`src/rtl/qcs_pkg.sv`:
```
`default_nettype none

package qcs_pkg;

  // Slot and ID limits of the steering table.
  localparam int unsigned SOCKET_SLOTS  = 256;
  localparam logic [7:0]  MAX_ID_LENGTH = 8'd20;

  // 32-bit FNV-1a.
  localparam logic [31:0] FNV_OFFSET = 32'd2166136261;
  localparam logic [31:0] FNV_PRIME  = 32'd16777619;

  localparam int unsigned HASH_STAGES = 4;  // one ID byte per stage
  localparam int unsigned MOD_STAGES  = 4;  // eight dividend bits per stage
  localparam int unsigned MOD_BITS    = 8;

  // Configuration register indexes.
  localparam logic REG_WORKER_COUNT     = 1'b0;
  localparam logic REG_SOURCE_ID_LENGTH = 1'b1;

  localparam logic VERDICT_PASS = 1'b0;
  localparam logic VERDICT_DROP = 1'b1;

  typedef enum logic [1:0] {
    RULE_FLOW  = 2'd0,
    RULE_LONG  = 2'd1,
    RULE_SHORT = 2'd2
  } rule_e;

  // Payload of the hash stages.
  typedef struct packed {
    logic [31:0] hash;
    logic [3:0]  hash_en;     // bit 0 applies in the current stage
    logic [31:0] ids;         // bits 7:0 hold the byte of the current stage
    logic [31:0] flow_hash;
    logic [7:0]  byte1;
    rule_e       rule;
    logic        no_workers;
  } hash_t;

  // Payload of the remainder stages.
  typedef struct packed {
    logic [31:0] num;         // dividend, unconsumed bits at the top
    logic [8:0]  rem;
    rule_e       rule;
    logic        no_workers;
  } mod_t;

endpackage

`default_nettype wire

```
`src/rtl/qcs_if.sv`:
```
`default_nettype none

interface qcs_pkt_if;
  logic        valid;
  logic        ready;
  logic [7:0]  header_byte0;
  logic [7:0]  header_byte1;
  logic [7:0]  dest_id_length;
  logic [31:0] dest_id_bytes;
  logic [15:0] packet_length;
  logic [31:0] flow_hash;

  modport source (
    output valid, header_byte0, header_byte1, dest_id_length, dest_id_bytes,
           packet_length, flow_hash,
    input  ready
  );
  modport sink (
    input  valid, header_byte0, header_byte1, dest_id_length, dest_id_bytes,
           packet_length, flow_hash,
    output ready
  );
endinterface

interface qcs_dec_if;
  logic       valid;
  logic       ready;
  logic [7:0] worker_index;
  logic       verdict;
  logic [1:0] rule_used;

  modport source (
    output valid, worker_index, verdict, rule_used,
    input  ready
  );
  modport sink (
    input  valid, worker_index, verdict, rule_used,
    output ready
  );
endinterface

`default_nettype wire

```
`src/rtl/qcs_fnv_step.sv`:
```
`default_nettype none

module qcs_fnv_step (
  input  wire logic          clk_i,
  input  wire logic          rst_ni,
  input  wire logic          valid_i,
  output logic               ready_o,
  input  wire qcs_pkg::hash_t data_i,
  output logic               valid_o,
  input  wire logic          ready_i,
  output qcs_pkg::hash_t     data_o
);
  import qcs_pkg::*;

  logic  valid_q;
  hash_t data_d, data_q;

  assign ready_o = !valid_q || ready_i;

  // Fold in the low ID byte when enabled, then shift the next byte down.
  always_comb begin
    data_d         = data_i;
    data_d.ids     = {8'd0, data_i.ids[31:8]};
    data_d.hash_en = {1'b0, data_i.hash_en[3:1]};
    if (data_i.hash_en[0]) begin
      data_d.hash = (data_i.hash ^ {24'd0, data_i.ids[7:0]}) * FNV_PRIME;
    end
  end

  always_ff @(posedge clk_i or negedge rst_ni) begin
    if (!rst_ni) begin
      valid_q <= 1'b0;
    end else if (ready_o) begin
      valid_q <= valid_i;
    end
  end

  always_ff @(posedge clk_i) begin
    if (ready_o && valid_i) begin
      data_q <= data_d;
    end
  end

  assign valid_o = valid_q;
  assign data_o  = data_q;

endmodule

`default_nettype wire

```
`src/rtl/qcs_mod_step.sv`:
```
`default_nettype none

module qcs_mod_step (
  input  wire logic          clk_i,
  input  wire logic          rst_ni,
  input  wire logic [8:0]    divisor_i,
  input  wire logic          valid_i,
  output logic               ready_o,
  input  wire qcs_pkg::mod_t data_i,
  output logic               valid_o,
  input  wire logic          ready_i,
  output qcs_pkg::mod_t      data_o
);
  import qcs_pkg::*;

  logic valid_q;
  mod_t data_d, data_q;

  assign ready_o = !valid_q || ready_i;

  // Restoring remainder, one dividend bit per step.
  always_comb begin
    logic [9:0]  r;
    logic [31:0] n;
    r = {1'b0, data_i.rem};
    n = data_i.num;
    for (int i = 0; i < MOD_BITS; i++) begin
      r = {r[8:0], n[31]};
      n = {n[30:0], 1'b0};
      if (r >= {1'b0, divisor_i}) begin
        r = r - {1'b0, divisor_i};
      end
    end
    data_d     = data_i;
    data_d.num = n;
    data_d.rem = r[8:0];
  end

  always_ff @(posedge clk_i or negedge rst_ni) begin
    if (!rst_ni) begin
      valid_q <= 1'b0;
    end else if (ready_o) begin
      valid_q <= valid_i;
    end
  end

  always_ff @(posedge clk_i) begin
    if (ready_o && valid_i) begin
      data_q <= data_d;
    end
  end

  assign valid_o = valid_q;
  assign data_o  = data_q;

  // A stalled stage holds its item.
  a_stall_hold: assert property (@(posedge clk_i) disable iff (!rst_ni)
    valid_q && !ready_i |=> valid_q && $stable(data_q))
    else $error("remainder stage lost or changed a stalled item");

  // An empty stage never blocks its upstream neighbor.
  a_empty_ready: assert property (@(posedge clk_i) disable iff (!rst_ni)
    !valid_q |-> ready_o)
    else $error("empty remainder stage not ready");

  // The consumed dividend bits leave zeros behind.
  a_num_shift: assert property (@(posedge clk_i) disable iff (!rst_ni)
    ready_o && valid_i |=> data_q.num[MOD_BITS-1:0] == '0)
    else $error("dividend not shifted");

endmodule

`default_nettype wire

```
`src/rtl/quic_cid_worker_steer_core.sv`:
```
`default_nettype none

// Channel   | Dir | Handshake     | Payload
// ----------+-----+---------------+---------------------------------------------------
// pkt_i     | in  | valid / ready | header bytes 0 and 1, dest ID length and bytes,
//           |     |               | packet length, flow hash
// dec_o     | out | valid / ready | worker_index, verdict, rule_used
// cfg_*_i   | in  | write enable  | worker count (index 0), source_id_length (index 1)
//
// One packet enters per cycle while dec_o is not stalled; its decision leaves after
// four FNV-1a stages (one ID byte each) and four remainder stages (eight bits each).
// Every stage has its own valid bit and takes a new item when it is empty or
// its output moves on, so a stall on dec_o holds items in place and bubbles
// collapse. Reset empties the pipeline and clears both configuration registers.
module quic_cid_worker_steer_core (
  input  wire logic  clk_i,
  input  wire logic  rst_ni,
  qcs_pkt_if.sink    pkt_i,
  qcs_dec_if.source  dec_o,
  input  wire logic        cfg_we_i,
  input  wire logic        cfg_idx_i,
  input  wire logic [8:0]  cfg_wdata_i
);
  import qcs_pkg::*;

  logic [8:0] num_workers_q;
  logic [7:0] source_id_length_q;

  // Configuration registers.
  always_ff @(posedge clk_i or negedge rst_ni) begin
    if (!rst_ni) begin
      num_workers_q      <= '0;
      source_id_length_q <= '0;
    end else if (cfg_we_i) begin
      case (cfg_idx_i)
        REG_WORKER_COUNT:     num_workers_q      <= cfg_wdata_i;
        REG_SOURCE_ID_LENGTH: source_id_length_q <= cfg_wdata_i[7:0];
        default: ;
      endcase
    end
  end

  // ---------------------------------------------------------------------------
  // Header decode: pick the rule and the ID bytes that enter the hash.
  // ---------------------------------------------------------------------------
  logic  long_ok, short_ok, no_workers;
  logic [3:0] hash_en;
  hash_t hash_in;

  always_comb begin
    no_workers = (num_workers_q == '0);
    // Long header needs 7 bytes and a dest ID length of 1 to 20.
    long_ok = pkt_i.header_byte0[7] && (pkt_i.packet_length >= 16'd7) &&
              (pkt_i.dest_id_length != 8'd0) &&
              (pkt_i.dest_id_length <= MAX_ID_LENGTH);
    // Short header needs a valid configured ID length and 2 bytes.
    short_ok = !pkt_i.header_byte0[7] && (pkt_i.packet_length >= 16'd2) &&
               (source_id_length_q != 8'd0) &&
               (source_id_length_q <= MAX_ID_LENGTH);
    // Each further byte must be inside both the ID and the packet.
    hash_en[0] = long_ok;
    hash_en[1] = long_ok && (pkt_i.dest_id_length > 8'd1) &&
                 (pkt_i.packet_length >= 16'd8);
    hash_en[2] = long_ok && (pkt_i.dest_id_length > 8'd2) &&
                 (pkt_i.packet_length >= 16'd9);
    hash_en[3] = long_ok && (pkt_i.dest_id_length > 8'd3) &&
                 (pkt_i.packet_length >= 16'd10);

    hash_in.hash       = FNV_OFFSET;
    hash_in.hash_en    = hash_en;
    hash_in.ids        = pkt_i.dest_id_bytes;
    hash_in.flow_hash  = pkt_i.flow_hash;
    hash_in.byte1      = pkt_i.header_byte1;
    hash_in.no_workers = no_workers;
    if (no_workers) begin
      hash_in.rule = RULE_FLOW;
    end else if (long_ok) begin
      hash_in.rule = RULE_LONG;
    end else if (short_ok) begin
      hash_in.rule = RULE_SHORT;
    end else begin
      hash_in.rule = RULE_FLOW;
    end
  end

  // ---------------------------------------------------------------------------
  // FNV-1a stages.
  // ---------------------------------------------------------------------------
  logic  [HASH_STAGES:0] hv, hr;
  hash_t                 hd [HASH_STAGES+1];

  assign hv[0]       = pkt_i.valid;
  assign hd[0]       = hash_in;
  assign pkt_i.ready = hr[0];

  for (genvar k = 0; k < HASH_STAGES; k++) begin : g_hash
    qcs_fnv_step u_fnv (
      .clk_i   (clk_i),
      .rst_ni  (rst_ni),
      .valid_i (hv[k]),
      .ready_o (hr[k]),
      .data_i  (hd[k]),
      .valid_o (hv[k+1]),
      .ready_i (hr[k+1]),
      .data_o  (hd[k+1])
    );
  end

  // ---------------------------------------------------------------------------
  // Remainder stages: the chosen key modulo the worker count.
  // ---------------------------------------------------------------------------
  logic [MOD_STAGES:0] mv, mr;
  mod_t                md [MOD_STAGES+1];
  mod_t                mod_in;

  always_comb begin
    case (hd[HASH_STAGES].rule)
      RULE_LONG:  mod_in.num = hd[HASH_STAGES].hash;
      RULE_SHORT: mod_in.num = {24'd0, hd[HASH_STAGES].byte1};
      default:    mod_in.num = hd[HASH_STAGES].flow_hash;
    endcase
    mod_in.rem        = '0;
    mod_in.rule       = hd[HASH_STAGES].rule;
    mod_in.no_workers = hd[HASH_STAGES].no_workers;
  end

  assign mv[0]           = hv[HASH_STAGES];
  assign md[0]           = mod_in;
  assign hr[HASH_STAGES] = mr[0];

  for (genvar k = 0; k < MOD_STAGES; k++) begin : g_mod
    qcs_mod_step u_mod (
      .clk_i     (clk_i),
      .rst_ni    (rst_ni),
      .divisor_i (num_workers_q),
      .valid_i   (mv[k]),
      .ready_o   (mr[k]),
      .data_i    (md[k]),
      .valid_o   (mv[k+1]),
      .ready_i   (mr[k+1]),
      .data_o    (md[k+1])
    );
  end

  // ---------------------------------------------------------------------------
  // Verdict: drop on zero workers or an index outside the socket slots.
  // ---------------------------------------------------------------------------
  logic [8:0] sel;
  logic       drop;

  assign sel  = md[MOD_STAGES].rem;
  assign drop = md[MOD_STAGES].no_workers || sel[8] ||
                ({4'd0, sel} >= 13'(SOCKET_SLOTS));

  assign dec_o.valid        = mv[MOD_STAGES];
  assign mr[MOD_STAGES]     = dec_o.ready;
  assign dec_o.verdict      = drop ? VERDICT_DROP : VERDICT_PASS;
  assign dec_o.worker_index = drop ? 8'd0 : sel[7:0];
  assign dec_o.rule_used    = md[MOD_STAGES].rule;

  // A dropped packet always reports index zero.
  a_drop_index: assert property (@(posedge clk_i) disable iff (!rst_ni)
    dec_o.valid && dec_o.verdict == VERDICT_DROP |-> dec_o.worker_index == 8'd0)
    else $error("dropped packet carries a worker index");

  // With no workers every accepted packet leaves as a flow-rule drop.
  a_no_workers: assert property (@(posedge clk_i) disable iff (!rst_ni)
    dec_o.valid && md[MOD_STAGES].no_workers |->
      dec_o.verdict == VERDICT_DROP && dec_o.rule_used == RULE_FLOW)
    else $error("zero-worker packet not dropped on the flow rule");

  // A passed index lies inside the socket slots.
  a_pass_slot: assert property (@(posedge clk_i) disable iff (!rst_ni)
    dec_o.valid && dec_o.verdict == VERDICT_PASS |->
      {5'd0, dec_o.worker_index} < 13'(SOCKET_SLOTS))
    else $error("passed index outside socket slots");

  // The rule code is one of the three defined rules.
  a_rule_code: assert property (@(posedge clk_i) disable iff (!rst_ni)
    dec_o.valid |-> dec_o.rule_used == RULE_FLOW ||
                    dec_o.rule_used == RULE_LONG ||
                    dec_o.rule_used == RULE_SHORT)
    else $error("undefined rule code on output");

endmodule

`default_nettype wire
```
`src/flat_wrapper.sv`:
```
// flat-port wrapper written by rule: the top's interface ports become plain ports
module quic_cid_worker_steer_core_flat import qcs_pkg::*;
  (clk_i, rst_ni, cfg_we_i, cfg_idx_i, cfg_wdata_i, pkt_i_valid, pkt_i_header_byte0, pkt_i_header_byte1, pkt_i_dest_id_length, pkt_i_dest_id_bytes, pkt_i_packet_length, pkt_i_flow_hash, pkt_i_ready, dec_o_valid, dec_o_worker_index, dec_o_verdict, dec_o_rule_used, dec_o_ready);
  qcs_pkt_if pkt_i_i ();
  qcs_dec_if dec_o_i ();
  input  wire logic clk_i;
  input  wire logic rst_ni;
  input  wire logic cfg_we_i;
  input  wire logic cfg_idx_i;
  input  wire logic [8:0] cfg_wdata_i;
  input wire logic [$bits(pkt_i_i.valid)-1:0] pkt_i_valid;
  input wire logic [$bits(pkt_i_i.header_byte0)-1:0] pkt_i_header_byte0;
  input wire logic [$bits(pkt_i_i.header_byte1)-1:0] pkt_i_header_byte1;
  input wire logic [$bits(pkt_i_i.dest_id_length)-1:0] pkt_i_dest_id_length;
  input wire logic [$bits(pkt_i_i.dest_id_bytes)-1:0] pkt_i_dest_id_bytes;
  input wire logic [$bits(pkt_i_i.packet_length)-1:0] pkt_i_packet_length;
  input wire logic [$bits(pkt_i_i.flow_hash)-1:0] pkt_i_flow_hash;
  output wire logic [$bits(pkt_i_i.ready)-1:0] pkt_i_ready;
  output wire logic [$bits(dec_o_i.valid)-1:0] dec_o_valid;
  output wire logic [$bits(dec_o_i.worker_index)-1:0] dec_o_worker_index;
  output wire logic [$bits(dec_o_i.verdict)-1:0] dec_o_verdict;
  output wire logic [$bits(dec_o_i.rule_used)-1:0] dec_o_rule_used;
  input wire logic [$bits(dec_o_i.ready)-1:0] dec_o_ready;
  assign pkt_i_i.valid = pkt_i_valid;
  assign pkt_i_i.header_byte0 = pkt_i_header_byte0;
  assign pkt_i_i.header_byte1 = pkt_i_header_byte1;
  assign pkt_i_i.dest_id_length = pkt_i_dest_id_length;
  assign pkt_i_i.dest_id_bytes = pkt_i_dest_id_bytes;
  assign pkt_i_i.packet_length = pkt_i_packet_length;
  assign pkt_i_i.flow_hash = pkt_i_flow_hash;
  assign pkt_i_ready = pkt_i_i.ready;
  assign dec_o_valid = dec_o_i.valid;
  assign dec_o_worker_index = dec_o_i.worker_index;
  assign dec_o_verdict = dec_o_i.verdict;
  assign dec_o_rule_used = dec_o_i.rule_used;
  assign dec_o_i.ready = dec_o_ready;
  quic_cid_worker_steer_core u_core (.clk_i(clk_i), .rst_ni(rst_ni), .pkt_i(pkt_i_i), .dec_o(dec_o_i), .cfg_we_i(cfg_we_i), .cfg_idx_i(cfg_idx_i), .cfg_wdata_i(cfg_wdata_i));
endmodule
```
`config.mk`:
```
export PLATFORM = sky130hd
export DESIGN_NAME = quic_cid_worker_steer_core_flat
export DESIGN_NICKNAME = d
export VERILOG_FILES = /design/src/rtl/qcs_pkg.sv /design/src/rtl/qcs_if.sv /design/src/rtl/qcs_fnv_step.sv /design/src/rtl/qcs_mod_step.sv /design/src/rtl/quic_cid_worker_steer_core.sv /design/src/flat_wrapper.sv
export SDC_FILE = /design/constraint.sdc
export NUM_CORES = 2
export LEC_CHECK = 0
export ABC_AREA = 0
export BUFFER_PORTS_ARGS = -buffer_cell sky130_fd_sc_hd__buf_2
export CAP_MARGIN = 20
export CORE_MARGIN = 2
export CORE_UTILIZATION = 40
export DETAILED_ROUTE_END_ITERATION = 7
export MAX_ROUTING_LAYER = met4
export PLACE_DENSITY = 0.6
export SLEW_MARGIN = 5
export SYNTH_ARGS = -nofsm -noshare
export SYNTH_HDL_FRONTEND = slang
export SYNTH_SLANG_ARGS = --single-unit
export TNS_END_PERCENT = 10
```
`constraint.sdc`:
```
create_clock -name clk_i -period 27 [get_ports clk_i]
set_clock_uncertainty 0.2 [all_clocks]
set_input_delay 1.35 -clock clk_i [delete_from_list [all_inputs] [get_ports clk_i]]
set_output_delay 1.35 -clock clk_i [all_outputs]
set_load 0.01 [all_outputs]
```
# Word level (Yosys, flattened, before mapping)
# Cells that the tools add are included.
[classes] n_reduce_logical=45 multipliers=4 magnitude_cmp=43 muxes=40 eq_ne=2 bitwise_logic=5 add_sub_neg=32
[ops] operator="10-bit by 9-bit >= comparator with 1-bit output" n=31
[ops] operator="9-bit 2-to-1 mux" n=32
[ops] operator="9-bit subtractor" n=31
[ops] operator="32-bit by 25-bit multiplier with 32-bit output, second input constant" n=4
[ops] operator="32-bit 2-to-1 mux" n=3
[ops] operator="32-bit by 8-bit XOR with 32-bit output" n=3
[ops] operator="32-bit case mux with 2 select lines" n=1
[ops] operator="16-bit by 4-bit >= comparator with 1-bit output, second input constant" n=3
[ops] operator="1-bit logical AND" n=20
[ops] operator="16-bit by 2-bit >= comparator with 1-bit output, second input constant" n=1
[ops] operator="16-bit by 3-bit >= comparator with 1-bit output, second input constant" n=1
[ops] operator="8-bit by 2-bit > comparator with 1-bit output, second input constant" n=2
[ops] operator="8-bit by 5-bit less-or-equal comparator with 1-bit output, second input constant" n=2
[ops] operator="8-bit nonzero test" n=2
[ops] operator="4-bit inverter with 14-bit output" n=1
[ops] operator="1-bit logical OR" n=10
[ops] operator="1-bit by 9-bit >= comparator with 1-bit output" n=1
[ops] operator="9-bit >= comparator, second input constant" n=1
[ops] operator="1-bit zero test" n=9
[ops] operator="9-bit zero test" n=1
[ops] operator="1-bit by 9-bit subtractor with 9-bit output" n=1
[ops] operator="8-bit by 1-bit > comparator with 1-bit output, second input constant" n=1
[ops] operator="8-bit 2-to-1 mux" n=1
[ops] operator="2-bit AND reduction" n=2
[ops] operator="6 further kinds" n=7
[totals] inputBits=119 reg_bits=475 output_inout_bits=13

# Logic depth before layout (Yosys ltp)
[depth] depth_word=18 mapped_depth=88

# Modules after synthesis
# Synthesis repeated with hierarchy kept, for this count alone.
[unflattened] hier_cells=5704 hier_area_um2=59754.8
[by_module_without_submodules] module="qcs_fnv_step (u_core.g_hash[0].u_fnv ...)" area_per_inst_um2=9589.2 cells_each=844 instances=3
[by_module_without_submodules] module="qcs_mod_step" area_per_inst_um2=5066.1 cells_each=552 instances=4
[by_module_without_submodules] module="qcs_fnv_step (u_core.g_hash[3].u_fnv)" area_per_inst_um2=9386.5 cells_each=813 instances=1
[by_module_without_submodules] module="quic_cid_worker_steer_core" area_per_inst_um2=1336.3 cells_each=151 instances=1

# Worst setup path after synthesis
# OpenSTA, ideal clock, no wires.
[synth_path] path_type="register to register" start="register u_core.num_workers_q[1]" end="register u_core.g_mod[3].u_mod.data_q (netlist bit u_core.g_mod[3].u_mod.data_o[7]), data pin" setup_ns=0.261 stages_incl_launch_ff=80 n_path_buf=6 path_slack_ns=7.299 synth_period_minus_slack_ns=19.701 arrival_time_ns=19.240 path_cell_list="dfrtp_1 -> inv_1 -> fa_1 -> a211oi_1 -> o21ai_0 -> a31o_2 -> a21oi_2 -> mux2_2 -> ha_1 -> a21o_1 -> a21oi_1 -> nor2_1 -> o31a_1 -> or3_1 -> buf_2 -> mux2_2 -> ha_1 -> a21o_1 -> (+44 left out) -> nand2b_1 -> a211oi_1 -> clkbuf_1 -> mux2_2 -> ha_1 -> a21oi_1 -> nor2b_1 -> o21ai_0 -> o21ai_0 -> nor2_1 -> o21ai_0 -> a21o_1 -> or2_2 -> a2111o_1 -> clkbuf_1 -> o21a_1 -> clkbuf_1 -> a221o_1"
[synth_lines] element="start, declared" line_no="quic_cid_worker_steer_core.sv:26" source="logic [8:0] num_workers_q;"
[synth_lines] element="start signal, assigned" line_no="quic_cid_worker_steer_core.sv:36" source="REG_WORKER_COUNT: num_workers_q <= cfg_wdata_i;"
[synth_lines] element="end signal, assigned" line_no="qcs_mod_step.sv:49" source="data_q <= data_d;"
[synth_lines] element="end, declared" line_no="qcs_mod_step.sv:17" source="mod_t data_d, data_q;"

==> qor.yml <==
status:
  status: "finished clean"
synthesis:
  yosysWarnings: 0
  ys_seq_area_share_pct: 27.6
  netlist_area_um2: 50900
  avgSynthCellArea_um2: 9.93
  synthTopCellsByArea: "edfxtp_1 (26%), ha_1 (23%), fa_1 (10%)"
  ys_ff_latch: 472
  yosys.area.top_type_share_pct: 26.4
  postSynthCellCount: 5123
  synth_cell_type_count: 89
  synth_area_leader_cell: "edfxtp_1"
  synth.net_count: 6427
  synth-main-ff-cell: "edfxtp_1"
  synth-edff-count: 447
  async_flop_share_pct: 5.30
finish:
  final_cells: 6980
  fillers: 12100
  fin_area_um2: 55400
  multi_input_area_um2: 32700
  final_nets: 6590
  layout_commonest_cell: "inv_1"
  syn2layout_area_growth_pct: 8.91
  final_cell_mix: "inv_1 (1,044), ha_1 (927), edfxtp_1 (447), fa_1 (258), nor2_1 (239)"
  drive_gt1_share_pct: 9.01
  seqCellArea_um2: 14100
clock_network:
  ctsResizeCount: 0
  cts.reportedPaths.clkPinSlew_ns: 0.07
  htreeDepth: 2
  clkLatencyLatePin_ns: 0.66
  max-clock-path-buffers: 3
  root_buffer: "clkbuf_16"
  cts_tree: "done"
  numCtsBuffers: 52
  cts.hold.buffers_added: 0
  cts_setup_buffers: 0
  cts.sinks: 472
grt:
  grt_overflow: 0
  grt_pass1_wl_um: 189000
  grt_start_max_net_pins: 62
  first_global_vias: 35500
  track_usage_pct: 18.7
  antenna_found_initial: 6
timing:
  fmax_mhz: 48.5
  fin_crit_sh_pct: 76.4
  final_max_slew_viol_count: 0
  setup_viol: 0
  relSlewSlack_pct: 23.8
  fin_ws_ns: 6.36
  tns_ns: 0
  final_hold_viol_count: 0
  tightest_slew_ns: 1.14
  rsz0062_at_grt: "no"
  fin_crit_ns: 20.64
detailed_routing:
  num_vias: 35700
  routedWlPerCell_um: 17.0
  vias_per_cell: 5.11
  dr.pass1.iters: 6
  drtAntennaViolNets: 0
  drc_errors: 0
  drtIter0Drc: 1685
  wirelength_um: 118000
place:
  dp_slack_ns: 6.55
  dp.cells: 6880
  numPortBuffers: 124
  place_area_um2: 53600
  hpwl_um: 96700
  place.gp.congestion: 0.877
floorplan:
  start_util_pct: 40.4
  die_area_um2: 130000
  core_region_area_um2: 126000
  die_w_um: 361
  io_pins: 132
  die_h_um: 361
  rows: 130
hold_path:
  hold_path.startpoint: "u_core.g_hash[1].u_fnv.data_o[52]$_DFFE_PP_"
  hold_path.class: "reg2reg"
worst_setup_path:
  cpPeakStageDelay_ns: 0.78
  criticalPathCategory: "reg2reg"
  end_kind: "register"
  r2r-start: "u_core.g_hash[3].u_fnv.data_o[1]$_DFFE_PP_"
  cpMostUsedCell: "o21ai_0"
  required_ns: 27.21
  crit_path_start_kind: "register"
  arrival_ns: 20.85
  crit_slowest_cell: "a211oi_2"
  cp_max_fo: 56
  crit_start: "u_core.g_hash[3].u_fnv.data_o[1]$_DFFE_PP_"
run:
  cap_violations: 0
[area by class of cell]
class	count	area share [%]
multi-input cells	3548	59.0
flip-flops and latches	472	25.4
inverters	1048	7.10
well taps	1650	3.73
clock buffers	60	2.42
repair buffers	164	1.68
clock inverters	35	0.723
diodes	3	0.0136
[critical path, delay by kind of cell (launching register included)]
family,cells,cell delay (ns)
compound gates,34,9.41
mux,4,1.29
flops,1,0.43
buf+inv,6,0.92
fa+ha+maj,9,3.12
simple gates,20,4.99
[logic make-up (layout without fill, tap and decap cells)]
| kind of cell | Yosys count | count (layout) | share of synthesized area [%] |
|---|---|---|---|
| buffers and inverters | 1103 | 1307 | 8.22 |
| other | 1 | 4 | 0.00737 |
| multiplexers | 241 | 241 | 5.24 |
| XOR/XNOR | 338 | 338 | 5.82 |
| flip-flops | 472 | 472 | 27.6 |
| AO/OA/AOI/OAI | 898 | 898 | 11.6 |
| AND/OR/NAND/NOR | 885 | 885 | 8.57 |
| adder cells (fa/ha/maj) | 1185 | 1185 | 33.0 |
[final timing paths]
path,endpoint,slack (ns),depth (start not counted)
min,u_core.g_hash[2].u_fnv.data_o[44]$_DFFE_PP_,0.18,0
min in group asynchronous,u_core.g_hash[0].u_fnv.valid_o$_DFFE_PN0N_,0.49,1
max,u_core.g_mod[0].u_mod.data_o[4]$_DFFE_PP_,6.36,73
min reg2reg,u_core.g_hash[2].u_fnv.data_o[44]$_DFFE_PP_,0.18,0
max in group asynchronous,u_core.num_workers_q[0]$_DFFE_PN0P_,25.68,1
max reg2reg,u_core.g_mod[0].u_mod.data_o[4]$_DFFE_PP_,6.36,73
[Yosys cell counts (14+ instances only)]
| library cell | instances |
|---|---|
| clkbuf_1 | 40 |
| a221o_1 | 14 |
| inv_1 | 1048 |
| a211oi_1 | 35 |
| edfxtp_1 | 447 |
| nor2_1 | 239 |
| a21boi_0 | 30 |
| dfrtp_1 | 25 |
| mux2_2 | 189 |
| a22oi_1 | 20 |
| a31oi_1 | 23 |
| fa_1 | 258 |
| ha_1 | 927 |
| nor3_1 | 69 |
| o21ai_0 | 191 |
| o21a_1 | 38 |
| a21o_1 | 120 |
| xnor2_1 | 217 |
| nand2_1 | 209 |
| and3_1 | 16 |
| o31ai_1 | 27 |
| nand2b_1 | 54 |
| nand4_1 | 57 |
| a21oi_1 | 233 |
| o21bai_1 | 48 |
| xor2_1 | 121 |
| nor2b_1 | 75 |
| nand3_1 | 46 |
| mux2i_1 | 49 |
| and2_1 | 31 |
| or3_1 | 29 |
[metal layers]
layer  vias to the layer above  routed length (um)  global-route usage (%)
li1                      18000                   -                       -
met3                        98                3630                    1.63
met4                         0                2230                    4.28
met5                         -                   0                       -
met1                     17100               54600                    23.7
met2                       492               57900                    32.4
[stage by stage]
stage               hold slack [ns]  utilization (%)
finish                        0.182             44.0
global route                  0.191             44.0
CTS                           0.176             44.0
detailed placement            0.205             42.6
global placement              0.201             42.6
floorplan                     0.200                -
[sequential cells by signal, indices dropped and copies added (netlist names)]
register,flops
u_core.num_workers_q,9
u_core.g_mod.u_mod.valid_o,4
u_core.g_hash.u_fnv.valid_o,4
u_core.source_id_length_q,8
u_core.g_hash.u_fnv.data_o,351
u_core.g_mod.u_mod.data_o,96
Power is left out: the tool's default activity adds up to more than one toggle a clock period on the data nets, which glitch-free logic cannot reach.
